`src/utf8_to_tis620_stream_core_assert.svh`:
```
// Assertion macros used by the decoder module.
`ifndef UTF8_TO_TIS620_STREAM_CORE_ASSERT_SVH
`define UTF8_TO_TIS620_STREAM_CORE_ASSERT_SVH

// Clocked assertion that is held off while reset is asserted.
`define U2T_ASSERT(lbl, prop, msg) \
	lbl: assert property (@(posedge clk) disable iff (!arst_n) prop) else $error(msg);

// Clocked assertion that is also checked during reset.
`define U2T_ASSERT_ALWAYS(lbl, prop, msg) \
	lbl: assert property (@(posedge clk) prop) else $error(msg);

`endif

```
`src/u2t_pkg.sv`:
```
package u2t_pkg;

	localparam int BYTE_W  = 8;
	localparam int COUNT_W = 16;
	localparam int CODE_W  = 21;
	localparam int PEND_W  = 2;
	localparam int APB_AW  = 3;
	localparam int APB_DW  = 32;

	// Word index of the max_chars register (paddr[2]).
	localparam logic REG_MAX_CHARS = 1'b0;

	localparam logic [COUNT_W-1:0] MAX_CHARS_RESET = 16'd1999;
	localparam logic [BYTE_W-1:0]  UNMAPPED_CHAR   = 8'h3F;
	// Thai block U+0E00..U+0E7F, matched on codepoint bits [20:7].
	localparam logic [CODE_W-8:0]  THAI_BLOCK      = 14'h001C;

	typedef struct packed {
		logic [BYTE_W-1:0] in_byte;
		logic              is_last;
	} item_t;

	typedef struct packed {
		logic [BYTE_W-1:0]  out_byte;
		logic               has_char;
		logic               end_of_string;
		logic [COUNT_W-1:0] char_total;
	} result_t;

	// TIS-620 code for U+0E00 + idx, zero where the block has no mapping.
	function automatic logic [BYTE_W-1:0] thai_map(input logic [6:0] idx);
		logic [BYTE_W-1:0] code;
		code = 8'hA0 + {1'b0, idx};
		if ((idx >= 7'h01 && idx <= 7'h3A) || (idx >= 7'h3F && idx <= 7'h5B)) begin
			return code;
		end
		return '0;
	endfunction

	// Full codepoint to TIS-620 mapping.
	function automatic logic [BYTE_W-1:0] map_code(input logic [CODE_W-1:0] cp);
		logic [BYTE_W-1:0] t;
		t = thai_map(cp[6:0]);
		if (cp[CODE_W-1:7] == '0) begin
			return {1'b0, cp[6:0]};
		end
		if (cp[CODE_W-1:7] == THAI_BLOCK) begin
			return (t != '0) ? t : UNMAPPED_CHAR;
		end
		return UNMAPPED_CHAR;
	endfunction

endpackage

```
`src/u2t_decode.sv`:
```
`include "utf8_to_tis620_stream_core_assert.svh"

module u2t_decode import u2t_pkg::*; (
	input  logic               clk,
	input  logic               arst_n,
	input  logic               step,
	input  item_t              item,
	input  logic [COUNT_W-1:0] max_chars,
	output logic               res_valid,
	output result_t            res
);

	logic [PEND_W-1:0]  pend_q;
	logic [CODE_W-1:0]  acc_q;
	logic [COUNT_W-1:0] cnt_q;

	logic [PEND_W-1:0]  pend_d;
	logic [CODE_W-1:0]  acc_d;
	logic [COUNT_W-1:0] cnt_d;
	logic [CODE_W-1:0]  acc_shift;
	logic [CODE_W-1:0]  cp;
	logic               done;
	logic               emit;
	logic               ends;
	logic               is_zero;
	logic [BYTE_W-1:0]  b;

	assign b         = item.in_byte;
	assign is_zero   = (b == '0);
	assign ends      = item.is_last || is_zero;
	assign acc_shift = {acc_q[CODE_W-7:0], b[5:0]};

	always_comb begin
		pend_d = pend_q;
		acc_d  = acc_q;
		done   = 1'b0;
		cp     = '0;
		if (!is_zero) begin
			if (pend_q != '0 && b[7:6] == 2'b10) begin
				acc_d  = acc_shift;
				pend_d = pend_q - 2'd1;
				done   = (pend_q == 2'd1);
				cp     = acc_shift;
			end else begin
				pend_d = '0;
				if (b[7] == 1'b0) begin
					done = 1'b1;
					cp   = {{(CODE_W-BYTE_W){1'b0}}, b};
				end else if (b[7:5] == 3'b110) begin
					acc_d  = {{(CODE_W-5){1'b0}}, b[4:0]};
					pend_d = 2'd1;
				end else if (b[7:4] == 4'b1110) begin
					acc_d  = {{(CODE_W-4){1'b0}}, b[3:0]};
					pend_d = 2'd2;
				end else if (b[7:3] == 5'b11110) begin
					acc_d  = {{(CODE_W-3){1'b0}}, b[2:0]};
					pend_d = 2'd3;
				end
			end
		end
	end

	assign emit  = done && (cnt_q < max_chars);
	assign cnt_d = emit ? cnt_q + 16'd1 : cnt_q;

	always_comb begin
		res_valid         = emit || ends;
		res.out_byte      = emit ? map_code(cp) : '0;
		res.has_char      = emit;
		res.end_of_string = ends;
		res.char_total    = cnt_d;
	end

	always_ff @(posedge clk or negedge arst_n) begin
		if (!arst_n) begin
			pend_q <= '0;
			acc_q  <= '0;
			cnt_q  <= '0;
		end else if (step) begin
			if (ends) begin
				pend_q <= '0;
				acc_q  <= '0;
				cnt_q  <= '0;
			end else begin
				pend_q <= pend_d;
				acc_q  <= acc_d;
				cnt_q  <= cnt_d;
			end
		end
	end

	`U2T_ASSERT(a_mid_result_has_char, (res_valid && !res.end_of_string) |-> res.has_char, "result inside a string carries no character")
	`U2T_ASSERT(a_end_clears_state, (step && ends) |=> (pend_q == '0 && acc_q == '0 && cnt_q == '0), "state not cleared after end of string")
	`U2T_ASSERT(a_count_steps_by_one, (step && emit && !ends) |=> (cnt_q == COUNT_W'($past(cnt_q) + 16'd1)), "character count did not advance by one")

endmodule

```
`src/u2t_out_reg.sv`:
```
module u2t_out_reg import u2t_pkg::*; (
	input  logic    clk,
	input  logic    arst_n,
	input  logic    load,
	input  result_t res,
	input  logic    take,
	output logic    valid_q,
	output result_t res_q
);

	always_ff @(posedge clk or negedge arst_n) begin
		if (!arst_n) begin
			valid_q <= 1'b0;
		end else if (load) begin
			valid_q <= 1'b1;
		end else if (take) begin
			valid_q <= 1'b0;
		end
	end

	always_ff @(posedge clk) begin
		if (load) begin
			res_q <= res;
		end
	end

endmodule

```
`src/utf8_to_tis620_stream_core.sv`:
```
// A byte waits in the input register; its decoded result is registered in the output register.
// Throughput: one byte per cycle unless the output stalls, set by the single decode stage.
// A byte that yields no result retires from the input register without using the output.
// Reset (arst_n low, asynchronous) clears all valid flags and decode state,
// and sets max_chars to 1999.
module utf8_to_tis620_stream_core import u2t_pkg::*; (
	input  logic               clk,
	input  logic               arst_n,
	// Input byte channel.
	input  logic               in_valid,
	output logic               in_ready,
	input  logic [BYTE_W-1:0]  in_byte,
	input  logic               is_last,
	// Result channel.
	output logic               out_valid,
	input  logic               out_ready,
	output logic [BYTE_W-1:0]  out_byte,
	output logic               has_char,
	output logic               end_of_string,
	output logic [COUNT_W-1:0] char_total,
	// Configuration port.
	input  logic               psel,
	input  logic               penable,
	input  logic               pwrite,
	input  logic [APB_AW-1:0]  paddr,
	input  logic [APB_DW-1:0]  pwdata,
	output logic [APB_DW-1:0]  prdata,
	output logic               pready
);

	// Sole configuration register; users write it only while no string is in flight, unenforced.
	logic [COUNT_W-1:0] max_chars_q;

	assign pready = 1'b1;

	always_ff @(posedge clk or negedge arst_n) begin
		if (!arst_n) begin
			max_chars_q <= MAX_CHARS_RESET;
		end else if (psel && penable && pwrite && paddr[2] == REG_MAX_CHARS) begin
			max_chars_q <= pwdata[COUNT_W-1:0];
		end
	end

	always_comb begin
		prdata = '0;
		if (paddr[2] == REG_MAX_CHARS) begin
			prdata = {{(APB_DW-COUNT_W){1'b0}}, max_chars_q};
		end
	end

	// Input register. It holds one byte transaction while the decoder works on it.
	logic    valid_s1;
	item_t   item_s1;
	logic    dec_valid;
	result_t dec_res;
	logic    out_free;
	logic    advance;
	logic    in_take;
	result_t out_res;

	// The output register can take a new result when it is empty or is being drained.
	assign out_free = !out_valid || out_ready;
	// A byte with no result never waits for the output side.
	assign advance  = valid_s1 && (!dec_valid || out_free);
	assign in_ready = !valid_s1 || advance;
	assign in_take  = in_valid && in_ready;

	always_ff @(posedge clk or negedge arst_n) begin
		if (!arst_n) begin
			valid_s1 <= 1'b0;
		end else if (in_take) begin
			valid_s1 <= 1'b1;
		end else if (advance) begin
			valid_s1 <= 1'b0;
		end
	end

	always_ff @(posedge clk) begin
		if (in_take) begin
			item_s1.in_byte <= in_byte;
			item_s1.is_last <= is_last;
		end
	end

	// Decoder: sequence state, codepoint assembly, Thai mapping and the character limit.
	u2t_decode u_decode (
		.clk       (clk),
		.arst_n    (arst_n),
		.step      (advance),
		.item      (item_s1),
		.max_chars (max_chars_q),
		.res_valid (dec_valid),
		.res       (dec_res)
	);

	// Result register, which decouples the decoder from a stalled consumer.
	u2t_out_reg u_out_reg (
		.clk     (clk),
		.arst_n  (arst_n),
		.load    (advance && dec_valid),
		.res     (dec_res),
		.take    (out_ready),
		.valid_q (out_valid),
		.res_q   (out_res)
	);

	assign out_byte      = out_res.out_byte;
	assign has_char      = out_res.has_char;
	assign end_of_string = out_res.end_of_string;
	assign char_total    = out_res.char_total;

endmodule

```
`config.mk`:
```
export PLATFORM = sky130hd
export DESIGN_NAME = utf8_to_tis620_stream_core
export DESIGN_NICKNAME = d
export VERILOG_FILES = /design/src/u2t_pkg.sv /design/src/u2t_decode.sv /design/src/u2t_out_reg.sv /design/src/utf8_to_tis620_stream_core.sv
export VERILOG_INCLUDE_DIRS = /design/src /design/src/src
export SDC_FILE = /design/constraint.sdc
export NUM_CORES = 1
export LEC_CHECK = 0
export BUFFER_PORTS_ARGS = -buffer_cell sky130_fd_sc_hd__buf_2
export CELL_PAD_IN_SITES_DETAIL_PLACEMENT = 0
export CELL_PAD_IN_SITES_GLOBAL_PLACEMENT = 1
export CORE_ASPECT_RATIO = 2
export CORE_MARGIN = 2
export CORE_UTILIZATION = 25
export DETAILED_ROUTE_END_ITERATION = 10
export PLACE_DENSITY = 0.58
export SKIP_LAST_GASP = 1
export SYNTH_ARGS = -nofsm -noshare
export SYNTH_HDL_FRONTEND = slang
export SYNTH_SLANG_ARGS = --single-unit
export TNS_END_PERCENT = 20
```
`constraint.sdc`:
```
create_clock -name clk -period 3.7 [get_ports clk]
set_input_delay 0.555 -clock clk [delete_from_list [all_inputs] [get_ports clk]]
set_output_delay 0.555 -clock clk [all_outputs]
set_load 0.1 [all_outputs]
```
==> results.md <==
- Footprint of the multi-input gates: between 0.002 and 0.0025 mm2
- Wirelength per Cell: 15.5 um
- Clock buffer count from CTS: 9
- Die height: 201 um
- Number of top-level pins: ~110
- Status: complete, no violations
- Worst setup slack after layout: 0.296 ns
- Synthesized instance count: 472
- Starting utilization of the core area: 25.2%
- VDD IR-drop max: 0.196 mV
- Biggest fanout along the worst timing path: 4
- F_max: around 290 MHz
- Fill cell count: roughly 2000
- Via count of the first global-routing pass: roughly 3800
- Share of the yosys chip area belonging to registers: 48.4%
- Final weighted congestion in routability-driven placement: 0.843
- Total global routing overflow: 0
- Wire length of the first global-routing pass: 20000 um
- Cell at the root of the clock tree: clkbuf_16
- CTS resizes: 0
- Number of synthesis warnings: 0
- Post-CTS Hold Buffers: 0
- Clock sinks: 86
- # rows: 72
- Prevailing post-synth register cell: dfrtp_1
- Leakage power of the design: around 2.5 nW
- Final total negative setup slack: 0 ns
- Syn_area_per_cell: 10.2 um2
- Min-delay worst type: input pin to asynchronous set/reset pin
- Final instance area: 0.00576 mm2
- HPWL after detailed placement: 9710 um
- Mean number of vias per cell: approximately 4.5
- Signed area change from the synthesized netlist to the final layout: 19.3%
- Placed instance area: between 0.005 and 0.006 mm2
- Critical path start-end classification: flip-flop to output pin
- Worst clock skew: 0.0112 ns
- Clock slew at the register clock pins of the worst setup and hold paths: 0.06 ns
- Flops & latches, synth: 86
- H-tree Lvls: 3
- Max cap viols: 0
- Final worst path period share: 92.0%
- Endpoint type of the worst setup path: output pin
- Sequential cell area: roughly 0.0023 mm2
- Number of detailed-route iterations in the first pass: 4
- Tot GR Track Use: 12.8%
- PortBufs: 76
- Clock network latency to the later pin of the worst-skew pair: 0.35 ns
- Summed instance area of the synthesized netlist: between 0.004 and 0.005 mm2
- Fin nets: 622
- Number of nets still failing antenna checks after routing: 0
- Largest net degree at the start of global routing: 32
- Clock Path Buffers: 2
- Antenna violations before repair: 0
- Final Max Slew Viols: 0
- Setup Fix Bufs, Post-CTS: 0
- DRC violations left: 0
- Drt initial violations: 103
- Data required time at the worst endpoint: ~3.1 ns
- Proportion of register bits with asynchronous set or reset after synthesis: around 59%
- Worst path arrival time: approximately 2.9 ns
- TritonCTS clock tree: done
- Die Footprint: 0.0205 mm2
- Endpoints failing setup: 0
- Distinct cell type count after synthesis: 59
- Transition at the pin with the smallest max-transition slack: 0.757 ns
- Layout cells sized above 1: 26.4%
- Wirelength, routed: ~13000 um
- Clock period minus final worst setup slack: 3.40 ns
- Number of flops mapped to enable cells by yosys: 35
- Power density relative to cell area: 549 mW/mm2
- R2R setup slack: 0.67 ns
- Sort of element at the start of the critical path: flip-flop
- Horizontal extent of the die: 102 um
- Antenna cell count: 0
- Unrepaired setup endpoints after global routing: false
- Relative slew margins: between 40% and 50%
- Endpoints failing hold: 0
- Via Count: 3662
- Post-Place Worst Slack: 0.628 ns
- Area inside the core boundary: 0.0192 mm2
synth_stat cells, types with 3 or more instances:
cell      count  area (um2)
buf_2         4        20.0
ha_1         23         288
and4_1        3        26.3
a21oi_1      19        95.1
nor3_1        4        20.0
nor4_1        4        25.0
inv_1        31         116
xnor2_1      13         114
clkbuf_1      7        26.3
nor2b_1       4        25.0
o21ai_0      18        90.1
edfxtp_1     35        1050
o21ai_1      12        60.1
and3_1        9        56.3
o31ai_1       7        52.6
mux2_2       17         191
a21o_1        5        37.5
dfrtp_1      42        1050
and2_1        4        25.0
nand2b_1      4        25.0
buf_4        21         158
nand4_1       5        31.3
dfstp_2       9         236
nor2_1       32         120
a41oi_1       3        26.3
nand4_2       3        37.5
o22ai_1       3        18.8
a31oi_1      13        81.3
nand3_1      10        50.1
nand2_1      66         248
cells by family (layout without fill, tap and decap cells):
kind of cell               Yosys count  in the layout  share of synthesized area (%)
AOI/OAI and AO/OA                  103            103                           14.8
xor gates and xnor gates            15             15                           2.72
adders and majority gates           23             23                           5.96
buffers and inverters               68            134                           7.41
DFF                                 86             86                           48.4
muxes                               17             17                           3.96
other                                2             17                          0.155
and+or+nand+nor                    158            158                           16.6
sequential cells by signal, indices dropped and copies added (netlist names):
signal             count
u_decode.pend_q        2
u_out_reg.res_q       26
u_decode.cnt_q        16
u_decode.acc_q        15
item_s1                9
max_chars_q           16
u_out_reg.valid_q      1
valid_s1               1
critical path, stage by stage (launching register included):
cell,delay [ns]
dfstp_2,0.53
inv_1,0.06
ha_1,0.28
nand2_1,0.06
o21ai_1,0.28
o21ai_0,0.26
a21o_1,0.24
nand2_1,0.10
nand2_1,0.11
nand3_1,0.15
buf_2,0.44
cells in the final DEF (no fill, tap or decap), types with 10 or more instances in the layout:
master	netlist	layout
dfrtp_1	42	42
ha_1	23	23
nand2_1	66	66
inv_1	31	31
xnor2_1	13	13
a21oi_1	19	19
o21ai_0	18	18
nand3_1	10	10
buf_2	4	76
a31oi_1	13	13
o21ai_1	12	12
nor2_1	32	32
conb_1	2	17
edfxtp_1	35	35
mux2_2	17	17
metal layers:
metal,routed length [um],GRT usage [%],vias to the layer above
met2,7230,24.7,101
met3,432,2.58,15
met1,4670,12.8,1753
met4,276,5.14,0
met5,0,0,-
li1,-,-,1793
power breakdown:
part / internal, mW / switching, mW / leakage [nW] / total, mW
clock: 0.655 / 0.370 / 0.157 / 1.02
combinational: 0.195 / 0.747 / 1.38 / 0.942
sequential: 1.12 / 0.0763 / 0.996 / 1.20
cell type report:
| type | instances | share of cell area, % |
|---|---|---|
| sequential | 86 | 40.6 |
| clock buffer | 9 | 3.91 |
| clock inverter | 7 | 1.95 |
| multi-input combinational | 333 | 38.0 |
| tap | 259 | 5.62 |
| timing repair buffer | 85 | 7.77 |
| inverter | 33 | 2.15 |
worst paths after layout:
kind / end / startpoint / cells past startpoint
worst max-delay path: in_ready / max_chars_q[10] / 10
worst min-delay path: max_chars_q[14] / arst_n / 1
worst max register to register: u_decode.acc_q[14] / max_chars_q[9] / 12
worst min register to register: u_decode.pend_q[1] / u_decode.pend_q[1] / 2
max in group asynchronous: max_chars_q[1] / arst_n / 2
min in group clk: item_s1[0] / is_last / 1
through the flow:
stage / util [%] / hold WS [ns] / power (mW) / instances
finish: 30.0 / 0.274 / 3.16 / 812
global route: 30.0 / 0.328 / 3.31 / 812
CTS: 30.0 / 0.301 / 3.21 / 812
detailed placement: 28.3 / 0.478 / 2.17 / 796
global placement: 28.3 / 0.471 / 2.15 / 796
floorplan: - / 0.259 / 1.99 / 487
(Power assumes the default switching activity.)
